<file path="src/rtl/core/prq_pkg.sv">
// Shared types and codes for the priority run queue dispatcher.
// No dependencies; priority_run_queue_dispatcher.sv and prq_cell.sv use this package.
package prq_pkg;

  localparam logic [1:0] OP_INSERT = 2'd0;
  localparam logic [1:0] OP_YIELD  = 2'd1;
  localparam logic [1:0] OP_BLOCK  = 2'd2;

  typedef enum logic [1:0] {
    CH_HOLD,
    CH_INSERT,
    CH_POP
  } chain_op_t;

  typedef struct packed {
    chain_op_t op;
  } chain_cmd_t;

endpackage

</file>
<file path="src/rtl/core/prq_if.sv">
// Valid/ready channel interfaces for the command beat and the result beat.
// Depends on nothing; the top level takes one port of each.
interface prq_in_if;
  logic       valid;
  logic       ready;
  logic [1:0] opcode;
  logic [3:0] thread_id;
  logic [7:0] thread_priority;

  modport source (output valid, output opcode, output thread_id, output thread_priority,
                  input ready);
  modport sink   (input valid, input opcode, input thread_id, input thread_priority,
                  output ready);
endinterface

interface prq_out_if;
  logic       valid;
  logic       ready;
  logic       running_valid;
  logic [3:0] running_id;
  logic [7:0] running_level;
  logic [4:0] queued_count;
  logic       dropped;

  modport source (output valid, output running_valid, output running_id,
                  output running_level, output queued_count, output dropped,
                  input ready);
  modport sink   (input valid, input running_valid, input running_id,
                  input running_level, input queued_count, input dropped,
                  output ready);
endinterface

</file>
<file path="src/rtl/core/priority_run_queue_dispatcher.sv">
// Top level of the priority run queue dispatcher: command sequencer, running
// thread registers and the chain of prq_cell slots. Depends on prq_pkg, prq_if.
//
// Usage:
//   The in_ch channel carries one command beat (opcode, thread_id,
//   thread_priority). Opcode insert queues a thread behind all threads of
//   equal or higher priority, yield re-queues the running thread and
//   dispatches the head (on a full queue, only if its priority is equal
//   or higher), block drops the running thread and dispatches. The out_ch
//   channel returns one result beat per command: the running thread after
//   the command, the queue fill and a drop flag for a refused insert.
//   Each command is latched on acceptance, then runs two chain steps (every
//   slot moves in parallel, so an insert or a pop costs the same regardless
//   of queue depth), then its result is registered for the result beat. A
//   new command is taken only after the previous one has produced its
//   result beat and the result side can take that beat.
//   A result beat waits in the output register while out_ch.ready is low;
//   the next command is accepted in the cycle that beat is taken.
//   Reset (rst_n low, synchronous) empties the queue and clears the running
//   thread; the slots themselves are not cleared.
module priority_run_queue_dispatcher #(
  parameter int QUEUE_DEPTH = 16,
  parameter int LEVEL_BITS  = 8
) (
  input  logic       clk,
  input  logic       rst_n,
  prq_in_if.sink     in_ch,
  prq_out_if.source  out_ch
);

  localparam int FILL_W = $clog2(QUEUE_DEPTH + 1);

  typedef enum logic [1:0] {
    S_IDLE,
    S_STEP1,
    S_STEP2,
    S_REPORT
  } state_t;

  state_t                state_r;
  logic [1:0]            cmd_op_r;
  logic [3:0]            cmd_id_r;
  logic [LEVEL_BITS-1:0] cmd_level_r;
  prq_pkg::chain_op_t    pend_r;
  logic                  drop_r;
  logic [FILL_W-1:0]     fill_r;
  logic                  cur_valid_r;
  logic [3:0]            cur_id_r;
  logic [LEVEL_BITS-1:0] cur_level_r;

  logic                  out_valid_r;
  logic                  out_run_valid_r;
  logic [3:0]            out_id_r;
  logic [7:0]            out_level_r;
  logic [4:0]            out_count_r;
  logic                  out_drop_r;

  prq_pkg::chain_cmd_t   chain_cmd;
  prq_pkg::chain_op_t    plan;
  logic                  save_cur;
  logic                  drop_now;
  logic [3:0]            ins_id;
  logic [LEVEL_BITS-1:0] ins_level;
  logic                  full;
  logic                  accept;

  logic [LEVEL_BITS+7:0] in_level_ext;
  logic [LEVEL_BITS+7:0] out_level_ext;
  logic [FILL_W+4:0]     fill_ext;

  logic [3:0]            cell_id    [QUEUE_DEPTH];
  logic [LEVEL_BITS-1:0] cell_level [QUEUE_DEPTH];
  logic                  cell_stay  [QUEUE_DEPTH];

  assign full          = fill_r == FILL_W'(QUEUE_DEPTH);
  assign in_ch.ready   = (state_r == S_IDLE) && (!out_valid_r || out_ch.ready);
  assign accept        = in_ch.valid && in_ch.ready;
  assign in_level_ext  = {{LEVEL_BITS{1'b0}}, in_ch.thread_priority};
  assign out_level_ext = {8'b0, cur_level_r};
  assign fill_ext      = {5'b0, fill_r};

  always_comb begin
    chain_cmd.op = prq_pkg::CH_HOLD;
    plan         = prq_pkg::CH_HOLD;
    save_cur     = 1'b0;
    drop_now     = 1'b0;
    ins_id       = cmd_id_r;
    ins_level    = cmd_level_r;
    if (state_r == S_STEP1) begin
      case (cmd_op_r)
        prq_pkg::OP_INSERT: begin
          if (full) drop_now = 1'b1;
          else chain_cmd.op = prq_pkg::CH_INSERT;
        end
        prq_pkg::OP_YIELD: begin
          if (!cur_valid_r) begin
            chain_cmd.op = prq_pkg::CH_POP;
          end else if (full) begin
            if (cell_level[0] >= cur_level_r) begin
              chain_cmd.op = prq_pkg::CH_POP;
              plan         = prq_pkg::CH_INSERT;
              save_cur     = 1'b1;
            end
          end else begin
            chain_cmd.op = prq_pkg::CH_INSERT;
            ins_id       = cur_id_r;
            ins_level    = cur_level_r;
            plan         = prq_pkg::CH_POP;
          end
        end
        prq_pkg::OP_BLOCK: chain_cmd.op = prq_pkg::CH_POP;
        default: ;
      endcase
    end else if (state_r == S_STEP2) begin
      chain_cmd.op = pend_r;
    end
  end

  for (genvar k = 0; k < QUEUE_DEPTH; k++) begin : g_cell
    localparam int L = (k == 0) ? 0 : k - 1;
    localparam int R = (k == QUEUE_DEPTH - 1) ? k : k + 1;
    prq_cell #(.LEVEL_BITS(LEVEL_BITS)) u_cell (
      .clk         (clk),
      .cmd         (chain_cmd),
      .new_id      (ins_id),
      .new_level   (ins_level),
      .occupied    (FILL_W'(k) < fill_r),
      .left_stay   ((k == 0) ? 1'b1 : cell_stay[L]),
      .left_id     (cell_id[L]),
      .left_level  (cell_level[L]),
      .right_id    (cell_id[R]),
      .right_level (cell_level[R]),
      .stay        (cell_stay[k]),
      .id          (cell_id[k]),
      .level       (cell_level[k])
    );
  end

  always_ff @(posedge clk) begin
    if (!rst_n) begin
      state_r     <= S_IDLE;
      fill_r      <= '0;
      cur_valid_r <= 1'b0;
      cur_id_r    <= '0;
      cur_level_r <= '0;
      out_valid_r <= 1'b0;
      pend_r      <= prq_pkg::CH_HOLD;
      drop_r      <= 1'b0;
    end else begin
      if (out_valid_r && out_ch.ready) out_valid_r <= 1'b0;
      case (state_r)
        S_IDLE: begin
          if (accept) begin
            cmd_op_r    <= in_ch.opcode;
            cmd_id_r    <= in_ch.thread_id;
            cmd_level_r <= in_level_ext[LEVEL_BITS-1:0];
            state_r     <= S_STEP1;
          end
        end
        S_STEP1: begin
          pend_r  <= plan;
          drop_r  <= drop_now;
          state_r <= S_STEP2;
          if (save_cur) begin
            cmd_id_r    <= cur_id_r;
            cmd_level_r <= cur_level_r;
          end
        end
        S_STEP2: state_r <= S_REPORT;
        S_REPORT: begin
          out_valid_r     <= 1'b1;
          out_run_valid_r <= cur_valid_r;
          out_id_r        <= cur_id_r;
          out_level_r     <= out_level_ext[7:0];
          out_count_r     <= fill_ext[4:0];
          out_drop_r      <= drop_r;
          state_r         <= S_IDLE;
        end
        default: state_r <= S_IDLE;
      endcase
      if (chain_cmd.op == prq_pkg::CH_INSERT) begin
        fill_r <= fill_r + FILL_W'(1);
      end else if (chain_cmd.op == prq_pkg::CH_POP) begin
        if (fill_r != '0) begin
          fill_r      <= fill_r - FILL_W'(1);
          cur_valid_r <= 1'b1;
          cur_id_r    <= cell_id[0];
          cur_level_r <= cell_level[0];
        end else begin
          cur_valid_r <= 1'b0;
          cur_id_r    <= '0;
          cur_level_r <= '0;
        end
      end
    end
  end

  assign out_ch.valid         = out_valid_r;
  assign out_ch.running_valid = out_run_valid_r;
  assign out_ch.running_id    = out_id_r;
  assign out_ch.running_level = out_level_r;
  assign out_ch.queued_count  = out_count_r;
  assign out_ch.dropped       = out_drop_r;

  a_fill_bound: assert property (@(posedge clk) disable iff (!rst_n)
    fill_r <= FILL_W'(QUEUE_DEPTH))
    else $error("queue fill exceeds depth");

  a_fill_step: assert property (@(posedge clk) disable iff (!rst_n)
    (fill_r == $past(fill_r)) || (fill_r == $past(fill_r) + FILL_W'(1)) ||
    (fill_r == $past(fill_r) - FILL_W'(1)))
    else $error("queue fill moved by more than one");

  a_idle_current: assert property (@(posedge clk) disable iff (!rst_n)
    !cur_valid_r |-> (cur_id_r == '0) && (cur_level_r == '0))
    else $error("stale running thread while nothing runs");

  a_drop_full: assert property (@(posedge clk) disable iff (!rst_n)
    (out_valid_r && out_drop_r) |-> full)
    else $error("drop reported while queue has room");

  a_accept_step: assert property (@(posedge clk) disable iff (!rst_n)
    accept |=> (state_r == S_STEP1))
    else $error("accepted command did not start");

endmodule

</file>
<file path="src/rtl/core/prq_cell.sv">
// One slot of the sorted run queue: holds an id and a level and shifts
// toward its neighbors on insert or pop. Depends on prq_pkg.
module prq_cell #(
  parameter int LEVEL_BITS = 8
) (
  input  logic                     clk,
  input  prq_pkg::chain_cmd_t      cmd,
  input  logic [3:0]               new_id,
  input  logic [LEVEL_BITS-1:0]    new_level,
  input  logic                     occupied,
  input  logic                     left_stay,
  input  logic [3:0]               left_id,
  input  logic [LEVEL_BITS-1:0]    left_level,
  input  logic [3:0]               right_id,
  input  logic [LEVEL_BITS-1:0]    right_level,
  output logic                     stay,
  output logic [3:0]               id,
  output logic [LEVEL_BITS-1:0]    level
);

  logic [3:0]            id_r, id_nxt;
  logic [LEVEL_BITS-1:0] level_r, level_nxt;

  assign stay  = occupied && (level_r >= new_level);
  assign id    = id_r;
  assign level = level_r;

  always_comb begin
    id_nxt    = id_r;
    level_nxt = level_r;
    case (cmd.op)
      prq_pkg::CH_INSERT: begin
        if (!stay) begin
          if (left_stay) begin
            id_nxt    = new_id;
            level_nxt = new_level;
          end else begin
            id_nxt    = left_id;
            level_nxt = left_level;
          end
        end
      end
      prq_pkg::CH_POP: begin
        id_nxt    = right_id;
        level_nxt = right_level;
      end
      default: ;
    endcase
  end

  always_ff @(posedge clk) begin
    id_r    <= id_nxt;
    level_r <= level_nxt;
  end

endmodule
</file>
<file path="src/flat_wrapper.sv">
// flat-port wrapper written by rule: the top's interface ports become plain ports
module priority_run_queue_dispatcher_flat 
#(
  parameter int QUEUE_DEPTH = 16,
  parameter int LEVEL_BITS  = 8
)
  (clk, rst_n, in_ch_valid, in_ch_opcode, in_ch_thread_id, in_ch_thread_priority, in_ch_ready, out_ch_valid, out_ch_running_valid, out_ch_running_id, out_ch_running_level, out_ch_queued_count, out_ch_dropped, out_ch_ready);
  prq_in_if in_ch_i ();
  prq_out_if out_ch_i ();
  input  logic clk;
  input  logic rst_n;
  input wire logic [$bits(in_ch_i.valid)-1:0] in_ch_valid;
  input wire logic [$bits(in_ch_i.opcode)-1:0] in_ch_opcode;
  input wire logic [$bits(in_ch_i.thread_id)-1:0] in_ch_thread_id;
  input wire logic [$bits(in_ch_i.thread_priority)-1:0] in_ch_thread_priority;
  output wire logic [$bits(in_ch_i.ready)-1:0] in_ch_ready;
  output wire logic [$bits(out_ch_i.valid)-1:0] out_ch_valid;
  output wire logic [$bits(out_ch_i.running_valid)-1:0] out_ch_running_valid;
  output wire logic [$bits(out_ch_i.running_id)-1:0] out_ch_running_id;
  output wire logic [$bits(out_ch_i.running_level)-1:0] out_ch_running_level;
  output wire logic [$bits(out_ch_i.queued_count)-1:0] out_ch_queued_count;
  output wire logic [$bits(out_ch_i.dropped)-1:0] out_ch_dropped;
  input wire logic [$bits(out_ch_i.ready)-1:0] out_ch_ready;
  assign in_ch_i.valid = in_ch_valid;
  assign in_ch_i.opcode = in_ch_opcode;
  assign in_ch_i.thread_id = in_ch_thread_id;
  assign in_ch_i.thread_priority = in_ch_thread_priority;
  assign in_ch_ready = in_ch_i.ready;
  assign out_ch_valid = out_ch_i.valid;
  assign out_ch_running_valid = out_ch_i.running_valid;
  assign out_ch_running_id = out_ch_i.running_id;
  assign out_ch_running_level = out_ch_i.running_level;
  assign out_ch_queued_count = out_ch_i.queued_count;
  assign out_ch_dropped = out_ch_i.dropped;
  assign out_ch_i.ready = out_ch_ready;
  priority_run_queue_dispatcher #(.QUEUE_DEPTH(QUEUE_DEPTH), .LEVEL_BITS(LEVEL_BITS)) u_core (.clk(clk), .rst_n(rst_n), .in_ch(in_ch_i), .out_ch(out_ch_i));
endmodule
</file>
<file path="config.mk">
export PLATFORM = sky130hd
export DESIGN_NAME = priority_run_queue_dispatcher_flat
export DESIGN_NICKNAME = d
export VERILOG_FILES = /design/src/rtl/core/prq_pkg.sv /design/src/rtl/core/prq_if.sv /design/src/rtl/core/priority_run_queue_dispatcher.sv /design/src/rtl/core/prq_cell.sv /design/src/flat_wrapper.sv
export SDC_FILE = /design/constraint.sdc
export NUM_CORES = 1
export LEC_CHECK = 0
export ABC_CLOCK_PERIOD_IN_PS = 5800
export BUFFER_PORTS_ARGS = -buffer_cell sky130_fd_sc_hd__buf_2
export CELL_PAD_IN_SITES_DETAIL_PLACEMENT = 2
export CELL_PAD_IN_SITES_GLOBAL_PLACEMENT = 2
export CORE_ASPECT_RATIO = 1.75
export CORE_MARGIN = 2
export CORE_UTILIZATION = 37
export DETAILED_ROUTE_END_ITERATION = 12
export GPL_TIMING_DRIVEN = 0
export HOLD_SLACK_MARGIN = 0.05
export PLACE_DENSITY_LB_ADDON = 0.1
export RECOVER_POWER = 100
export SLEW_MARGIN = 15
export SYNTH_ARGS = -nofsm -noshare
export SYNTH_HDL_FRONTEND = slang
export SYNTH_SLANG_ARGS = --single-unit
export TNS_END_PERCENT = 10
</file>
<file path="constraint.sdc">
create_clock -name clk -period 5.8 [get_ports clk]
set_input_delay 0.58 -clock clk [delete_from_list [all_inputs] [get_ports clk]]
set_output_delay 0.58 -clock clk [all_outputs]
set_load 0.005 [all_outputs]
</file>
-- Yosys cells after proc, flatten, opt, wreduce, memory -nomap -nowiden
Index checks and enable logic that the tools add are counted.
- bits in registers: 249
- latch bits: 0
- memory bits (writable): 0
- bits in read-only memories: 0
- input bits: 18
- word-level logic and storage cells: 291
- memories: 0
- $add $sub $neg: 2
- multiply operators: 0
- div/mod/pow operators: 0
- magnitude comparators: 33
- equal/unequal tests: 25
- shift-type cells: 0
- muxes and demuxes: 132
- bitwise operators: 2
- reduce and logical (&&, ||, !) cells: 49
- operators with widths (cell ; count):
    8-bit 2-to-1 mux ; 37
    8-bit case mux with 2 select lines ; 16
    4-bit 2-to-1 mux ; 37
    8-bit >= comparator ; 17
    4-bit case mux with 2 select lines ; 16
    4-bit by 5-bit < comparator with 1-bit output (first input constant) ; 8
    2-bit AND reduction ; 19
    2-bit != test (second input constant) ; 15
    3-bit by 5-bit < comparator with 1-bit output (first input constant) ; 4
    1-bit logical AND ; 19
    2-bit 2-to-1 mux ; 9
    5-bit 2-to-1 mux ; 3
    1-bit 2-to-1 mux ; 12
    1-bit by 5-bit < comparator with 1-bit output (first input constant) ; 2
    2-bit by 5-bit < comparator with 1-bit output (first input constant) ; 2
    2-bit == test (second input constant) ; 4
    2-bit case mux with 4 select lines ; 1
    2-bit nonzero test ; 4
    2-bit by 1-bit == test with 1-bit output (second input constant) ; 3
    2-bit case mux with 3 select lines ; 1
    5-bit by 1-bit adder with 5-bit output (second input constant) ; 1
    5-bit == test (second input constant) ; 1
    5-bit nonzero test ; 1
    5-bit by 1-bit subtractor with 5-bit output (second input constant) ; 1
    other kinds (7) ; 10

-- Longest topological paths before layout
Gate-level depths: netlist of the first run.
- word-level depth: 10
- gate-level depth with buffers: 15

-- Cells and area by module
A second synthesis of the first run with hierarchy kept.
- cell total of the unflattened synthesis: 1561
- area total of the unflattened synthesis: 16134.2 um2
- by module, submodules not included (module ; times used ; cells each ; area each (um2)):
    prq_cell ; 16 ; 82 ; 832.0
    priority_run_queue_dispatcher ; 1 ; 249 ; 2821.5

-- Worst setup path after synthesis of the first run
OpenSTA, ideal clock, no wires.
- path type: register to register
- start point: reg u_core.fill_r[0]
- end point: reg u_core.g_cell[7].u_cell.id_r[0] (enable)
- arrival: 3.873 ns
- required time: 5.415 ns
- path slack: 1.542 ns
- cell stages (with the launch flop): 15
- buffers on the path: 2
- clock period less this slack: 4.258 ns
- cell sequence: dfxtp_1 inv_1 ha_1 and4bb_4 nor2_8 mux2_4 inv_2 buf_2 ha_1 and3_1 a221o_1 a31oi_1 nor2_1 clkbuf_1 a21oi_1
- word-level cells in the longest chain between the ends: 9
- elaborated cells on any way between the ends: 18
- classes of those cells: 2 x order compare; 4 x eq/ne; 9 x mux; 3 x reduce/logical
- ends and longest elaborated chain (item ; RTL line ; text):
    start: declaration ; priority_run_queue_dispatcher.sv:46 ; logic [FILL_W-1:0] fill_r;
    start signal: assignment ; priority_run_queue_dispatcher.sv:182 ; fill_r <= fill_r + FILL_W'(1);
    start signal: assignment ; priority_run_queue_dispatcher.sv:185 ; fill_r <= fill_r - FILL_W'(1);
    5-bit == test ; priority_run_queue_dispatcher.sv:75 ; assign full = fill_r == FILL_W'(QUEUE_DEPTH);
    8-bit 2-to-1 mux ; priority_run_queue_dispatcher.sv:98 ; end else if (full) begin
    8-bit 2-to-1 mux ; priority_run_queue_dispatcher.sv:96 ; if (!cur_valid_r) begin
    8-bit 2-to-1 mux ; priority_run_queue_dispatcher.sv:90 ; case (cmd_op_r)
    8-bit 2-to-1 mux ; priority_run_queue_dispatcher.sv:89 ; if (state_r == S_STEP1) begin
    8-bit >= comparator ; prq_cell.sv:24 ; assign stay = occupied && (level_r >= new_level);
    1-bit logical AND ; prq_cell.sv:24 ;
    2-bit != test (no source line) ; -- ;
    2-bit AND reduction (no source line) (*) ; -- ;
    end signal: assignment ; prq_cell.sv:52 ; id_r <= id_nxt;
    end: declaration ; prq_cell.sv:21 ; logic [3:0] id_r, id_nxt;
Every way passes the cells marked *; elsewhere a longest branch is shown, timed or not.
A chain may end at the register's enable or synchronous reset.

-- Final worst setup path of the first run
- start point: reg u_core.fill_r[0]
- end point: reg u_core.g_cell[7].u_cell.level_r[2] (enable)
- word-level cells in the longest chain between the ends: 9
- elaborated cells on any way between the ends: 18
- classes of those cells: 2 x order compare; 4 x eq/ne; 9 x mux; 3 x reduce/logical
- ends and longest elaborated chain (item ; RTL line ; text):
    5-bit == test ; priority_run_queue_dispatcher.sv:75 ;
    8-bit 2-to-1 mux ; priority_run_queue_dispatcher.sv:98 ;
    8-bit 2-to-1 mux ; priority_run_queue_dispatcher.sv:96 ;
    8-bit 2-to-1 mux ; priority_run_queue_dispatcher.sv:90 ;
    8-bit 2-to-1 mux ; priority_run_queue_dispatcher.sv:89 ;
    8-bit >= comparator ; prq_cell.sv:24 ;
    1-bit logical AND ; prq_cell.sv:24 ;
    2-bit != test (no source line) ; -- ;
    2-bit AND reduction (no source line) (*) ; -- ;
    end signal: assignment ; prq_cell.sv:53 ; level_r <= level_nxt;
    end: declaration ; prq_cell.sv:22 ; logic [LEVEL_BITS-1:0] level_r, level_nxt;
Marks and branches as above.

==> summary.md, run 1 <==
| Metric | Value |
|---|---|
| Routed WL | 63900 um |
| Psw | 4.33 mW |
| Die X | 162 um |
| Cells after synthesis | 1499 |
| Cell Rows | 101 |
| Routability congestion estimate | 0.864 |
| Combinational share of power | 46.9% |
| Sequential share of the synthesized area | 44.7% |
| HP Class | in2reg |
| Filler cell count | 4547 |
| Pint | 5.55 mW |
| DRC violations left | 0 |
| CP Data Required Time | 6010 ps |
| Skew final | 13.9 ps |
| H-tree depth | 1 |
| CP max FO | 25 |
| Slowest cell on crit path | a21oi_2 |
| Number of flops mapped to enable cells by yosys | 225 |
| Final nets | 1734 |
| Critical Path, Cell by Cell | inv_1 > ha_1 > and4bb_4 > nor2_8 > mux2_4 > inv_2 > buf_2 > ha_1 > and3_1 > a221o_1 > a31oi_1 > nor2_1 > clkbuf_1 > a21oi_2 |
| Max Cap Viol | 0 |
| DIE HEIGHT | 281 um |
| I/O Pins | 39 |
| Syn nets | 1663 |
| Placed cells | 2106 |
| Pre-antenna DRT Iters | 5 |
| Worst Path Buf+Inv | 4 |
| Yosys top cell area share | 41.7% |
| Startpoint Class | flop |
| Vias per cell | 6.11 |
| Worst-case vdd ir drop | 0.283 mV |
| Post-CTS Setup Inserts | 0 |
| Largest net degree at the start of global routing | 26 |
| Post-Syn Area per Cell | 10.8 um2 |
| Top FF cell, synth | edfxtp_1 |
| Setup crit end kind | flop |
| Layout Cells excl Fill | 2159 |
| Clk sinks | 249 |
| Endpoints failing setup | 0 |
| Relative slew margins | 1.60% |
| YS warnings | 0 |
| Area contributors post-synth | edfxtp_1 (42%), ha_1 (11%), o31ai_2 (6.1%) |
| Via count | 13198 |
| WL per Instance | 29.6 um |
| Worst Path Arrival | 5800 ps |
| Library cells used by synthesis | 64 |
| Area growth syn-to-layout | 11.8% |
| Post-synthesis cell area | 16200 um2 |
| Cts hold-fix bufs | 0 |
| P_leak | 6.94 nW |
| Initial Utilization | 37.4% |
| Final hold vios | 0 |
| CTS tree | yes |
| Reg power frac | 33.0% |
| Core area | 43300 um2 |
| Largest area contributor in the netlist | edfxtp_1 |
| Reg-to-Reg Start | u_core.fill_r[0] |
| Critical path's largest stage delay | 690 ps |
| IO buf count | 38 |
| Worst-Skew Late Latency | 580 ps |
| Total Negative Setup Slacks | 0 ps |
| Grt total ovfl | 0 |
| Status | finished clean |
| Worst path most repeated cell | ha_1 |
| Die area | 45500 um2 |
| Pin slew with the least headroom to its limit | 1470 ps |
| WS Path Type | reg2reg |
| Antenna violations before repair | 0 |
| Slew Viols, Final | 0 |
| Clock share of power | 20.1% |
| Fmax | 179 MHz |
| First-pass GRT wire length | 94800 um |
| Hold path startpoint | in_ch_opcode[1] |
| Global Route Usage Sum | 28.2% |
| DRT iter0 DRCs | 667 |
| Clock root buffer master | clkbuf_16 |
| Clk slew on worst S/H paths | 70 ps |
| Min Tclk post-route | 5600 ps |
| Switching Fraction | 43.8% |
| CP delay by family, top | compound AO/OA/AOI/OAI gates |
| Vias in the first global route | 14566 |
| Period utilisation layout | 96.5% |
| Crit path from | u_core.fill_r[0] |
| FF+latch count, synth | 249 |
| FFs w/ async S/R, synth | 0% |
| Post_cts resized | 1 |
| CTS Buf Count | 28 |
| Pwr dens | 546 nW/um2 |
| Post-DP HPWL | 49600 um |
| Maximum root-to-sink buffer count | 3 |
| RSZ-0062 raised after global routing | no |
| Share of cells above drive strength 1 | 16.3% |
| DRT antenna net count | 0 |
## routing by layer
metal	part of all wire (%)	track usage [%]	routed length [um]	vias to the layer above
met3	2.6	2.23	1670	120
met2	56	56.0	35900	287
met1	36	29.7	23300	6839
li1	-	-	-	5952
met5	0	0	0	-
met4	4.8	12.5	3070	0
## Yosys cell counts (10+ instances only)
library cell / number
o21a_1: 11
edfxtp_1: 225
mux2i_1: 10
o21ai_0: 11
o31ai_2: 79
or3_1: 14
a31oi_1: 36
a2bb2oi_1: 11
ha_1: 146
nand2_1: 139
a22oi_1: 16
mux2_2: 33
nand3_1: 12
a21oi_1: 155
nand2b_1: 27
clkbuf_1: 87
a211oi_1: 15
a211o_1: 14
dfxtp_1: 24
o31ai_1: 31
a221oi_1: 24
inv_1: 48
and3_1: 109
buf_2: 17
o221a_2: 24
nor2_1: 75
## final cells by class
| cell class | count | area, um2 | area share, % |
|---|---|---|---|
| Clock buffer | 42 | 867 | 4.79 |
| Timing Repair Buffer | 41 | 190 | 1.05 |
| Antenna cell | 1 | 2.50 | 0.0138 |
| Sequential cell | 249 | 7240 | 40.0 |
| Buffer | 114 | 508 | 2.81 |
| Clock inverter | 10 | 131 | 0.726 |
| Inverter | 56 | 210 | 1.16 |
| Multi-Input combinational cell | 1080 | 8240 | 45.5 |
| Tap cell | 566 | 708 | 3.91 |
## final timing paths
path / depth (start not counted) / slack (ps) / end
max: 14 / 200 / u_core.g_cell[7].u_cell.level[2]
min: 1 / 180 / u_core.cmd_op_r[1]
max reg2reg: 14 / 200 / u_core.g_cell[7].u_cell.level[2]
min reg2reg: 0 / 440 / u_core.out_ch.dropped
## stage by stage
step	utilization, %	cell area, um2	setup slack [ps]	total power, mW	hold WS [ps]
5_1_grt	41.7	18100	13.5	10.4	177
4_1_cts	42.0	18200	225	9.96	159
3_3_place_gp	39.4	17100	-263	7.65	419
6_report	41.8	18100	204	9.87	183
3_5_place_dp	39.7	17200	16.8	7.94	427
2_1_floorplan	-	16200	1540	6.12	408
## cells in the final DEF, fill, tap and decap left out, drive strengths merged, types with 16 or more instances in the layout
cell,Yosys,final
edfxtp,225,225
a21oi,155,155
clkbuf,87,153
ha,146,146
nand2,139,139
and3,111,111
o31ai,110,110
nor2,76,76
inv,56,57
buf,27,44
mux2,43,43
a31oi,36,36
nand2b,27,27
a221oi,24,24
o221a,24,24
dfxtp,24,24
a22oi,16,16
## state kept, by name, summed over array words and instances, names as in the netlist
| name | cells |
|---|---|
| u_core.g_cell.u_cell.level | 128 |
| u_core.g_cell.u_cell.id | 64 |
| u_core.cmd_level_r | 8 |
| u_core.cur_level_r | 8 |
| u_core.out_ch.running_level | 8 |
| u_core.fill_r | 5 |
| u_core.out_ch.queued_count | 5 |
| u_core.cmd_id_r | 4 |
| u_core.cur_id_r | 4 |
| u_core.out_ch.running_id | 4 |
| u_core.cmd_op_r | 2 |
| u_core.pend_r | 2 |
| u_core.state_r | 2 |
| u_core.cur_valid_r | 1 |
| u_core.drop_r | 1 |
| u_core.out_ch.dropped | 1 |
| u_core.out_ch.running_valid | 1 |
| u_core.out_ch.valid | 1 |
## power by group through the flow
stage                     combinational [mW]  sequential, mW  clock (mW)
final                                   4.63            3.26        1.99
after global routing                    5.04            3.30        2.05
after CTS                               4.69            3.25        2.01
after detailed placement                4.66            3.28           0
after global placement                  4.37            3.28           0
after floorplan                         3.08            3.04           0
## kinds of logic (layout without fill, tap and decap cells)
kind of cell	count (synthesis)	count (layout)	share of synthesized area [%]
XOR/XNOR	4	4	0.216
other	0	1	0
flip-flops	249	249	44.7
adder cells (fa/ha/maj)	146	146	11.3
AND/OR/NAND/NOR	406	406	12.6
AO/OA/AOI/OAI	470	470	22.9
multiplexers	54	54	3.86
buffers and inverters	170	263	4.49
Note: power is estimated with default switching activity, not from simulation.
==> run 2, diff against run 1 <==
CORE_ASPECT_RATIO = 2   (was 1.75)
CORE_MARGIN = not set   (was 2)
==> summary.md, run 2 (synthesis gave the netlist of run 1 again) <==
| Metric | Value |
|---|---|
| Reg-to-Reg Start | u_core.fill_r[1] |
| Grt total ovfl | 0 |
| DRC violations left | 0 |
| Final hold vios | 0 |
| Startpoint Class | flop |
| Pint | 5.45 mW |
| IO buf count | 38 |
| Commonest non-fill, non-tap cell in the layout | edfxtp_1 |
| Cts hold-fix bufs | 0 |
| HP Class | in2reg |
| CTS Buf Count | 27 |
| Pre-antenna DRT Iters | 5 |
| Vias in the first global route | 14897 |
| Clock root buffer master | clkbuf_16 |
| Global Route Usage Sum | 29.8% |
| Clk sinks | 249 |
| WL per Instance | 30.3 um |
| Min-Delay Path Depth | 1 |
| Fmax | 179 MHz |
| CP Data Required Time | 6160 ps |
| P_leak | 6.93 nW |
| Via count | 13131 |
| Slew Viols, Final | 0 |
| Endpoints failing setup | 0 |
| Area growth syn-to-layout | 11.3% |
| Max FFs per register | 128 |
| DRT iter0 DRCs | 508 |
| DIE HEIGHT | 298 um |
| Clock share of power | 19.1% |
| Share of cells above drive strength 1 | 16.6% |
| Filler cell count | 4599 |
| WS Path Type | reg2reg |
| Final instance area | 18000 um2 |
| Relative slew margins | 7.10% |
| Core area | 43200 um2 |
| Combinational share of power | 47.6% |
| Setup crit end kind | flop |
| Max Cap Viol | 0 |
| Hold_ws | 198 ps |
| CP max FO | 19 |
| Reg power frac | 33.3% |
| Post-DP HPWL | 50900 um |
| RSZ-0062 raised after global routing | no |
| Final nets | 1737 |
| Switching Fraction | 44.3% |
| DRT antenna net count | 0 |
| Routed WL | 65000 um |
| Crit path from | u_core.fill_r[1] |
| Ant diodes | 0 |
| R2R cell count | 15 |
| Pwr dens | 543 nW/um2 |
| Die X | 150 um |
| Worst-Skew Late Latency | 570 ps |
| CTS tree | yes |
| Worst Path Arrival | 5940 ps |
| Period utilisation layout | 96.2% |
| Pin slew with the least headroom to its limit | 1380 ps |
| Maximum root-to-sink buffer count | 3 |
| H-tree depth | 1 |
| Initial Utilization | 37.4% |
| Antenna violations before repair | 0 |
| Die area | 44700 um2 |
| Worst-case vdd ir drop | 0.274 mV |
| First-pass GRT wire length | 96200 um |
| Largest net degree at the start of global routing | 26 |
| Psw | 4.34 mW |
| Cell Rows | 108 |
| Clk slew on worst S/H paths | 60 ps |
| Skew final | 18.8 ps |
| I/O Pins | 39 |
| Min Tclk post-route | 5580 ps |
| Hold path startpoint | in_ch_opcode[1] |
| Vias per cell | 6.13 |
| Status | finished clean |
| Placed Area | 17300 um2 |
| Post-CTS Setup Inserts | 0 |
| Commonest cells after routing, fill and taps aside | edfxtp_1 (225), a21oi_1 (152), ha_1 (146) |
| Routability congestion estimate | 0.831 |
-- run 2: changes by cell type in the layout (fill, tap and decap cells not counted), moves of 2 or more --
cell / delta
clkbuf_1: -4
clkbuf_16: -4
a31oi_1: +3
a31oi_2: -3
o31ai_1: -3
o31ai_2: +3
clkbuf_2: +2
clkinvlp_4: +2
mux2_1: -2
mux2_2: +2
-- run 2: worst max-delay path: stages (launching register included) --
cell and delay [ps]:
dfxtp_1 400, buf_2 250, inv_1 110, ha_1 280
and4bb_4 270, nor2_8 260, buf_8 200, mux2i_2 350
inv_1 630, ha_1 540, nand2b_1 150, a31oi_1 110
o41ai_1 780, a21oi_1 300, clkbuf_1 350, a221oi_1 370
-- run 2: area by class of cell --
cell class,instances,area (um2),share of cell area [%]
Timing Repair Buffer,45,215,1.19
Tap cell,550,688,3.82
Buffer,114,513,2.85
Clock inverter,13,148,0.819
Clock buffer,36,769,4.27
Multi-Input combinational cell,1080,8240,45.7
Inverter,56,210,1.17
Sequential cell,249,7240,40.2
-- run 2: worst paths after layout --
check,end,slack (ps)
min,u_core.cmd_op_r[1],200
max,u_core.g_cell[3].u_cell.level[4],220
max reg2reg,u_core.g_cell[3].u_cell.level[4],220
min reg2reg,u_core.out_ch.dropped,440
-- run 2: through the flow --
| step | power (mW) | setup TNS [ps] | instances | util (%) | worst slack [ps] |
|---|---|---|---|---|---|
| 2_1_floorplan | 6.12 | 0 | 1499 | - | 1540 |
| 3_3_place_gp | 7.69 | -23930 | 2087 | 39.5 | -316 |
| 3_5_place_dp | 8.01 | 0 | 2094 | 39.9 | 35.1 |
| 4_1_cts | 9.89 | 0 | 2143 | 42.0 | 44.2 |
| 5_1_grt | 10.3 | 0 | 2143 | 41.7 | 43.2 |
| 6_report | 9.80 | 0 | 2143 | 41.7 | 222 |
-- run 2: timing repair --
action                     CTS  global route
setup endpoints to repair    0            12
resized for setup            0             1
hold endpoints to repair     0             0
-- run 2: layer usage --
| layer | wire length [um] | up-vias | GRT usage, % |
|---|---|---|---|
| li1 | - | 5948 | - |
| met1 | 22200 | 6727 | 28.9 |
| met2 | 37300 | 300 | 59.6 |
| met3 | 1820 | 156 | 2.83 |
| met4 | 3690 | 0 | 15.9 |
| met5 | 0 | - | 0 |
-- run 2: power by group through the flow --
stage	clock [mW]	combinational (mW)	sequential (mW)
6_report	1.87	4.66	3.26
5_1_grt	1.94	5.04	3.31
4_1_cts	1.89	4.74	3.26
3_5_place_dp	0	4.72	3.29
3_3_place_gp	0	4.40	3.29
2_1_floorplan	0	3.08	3.04
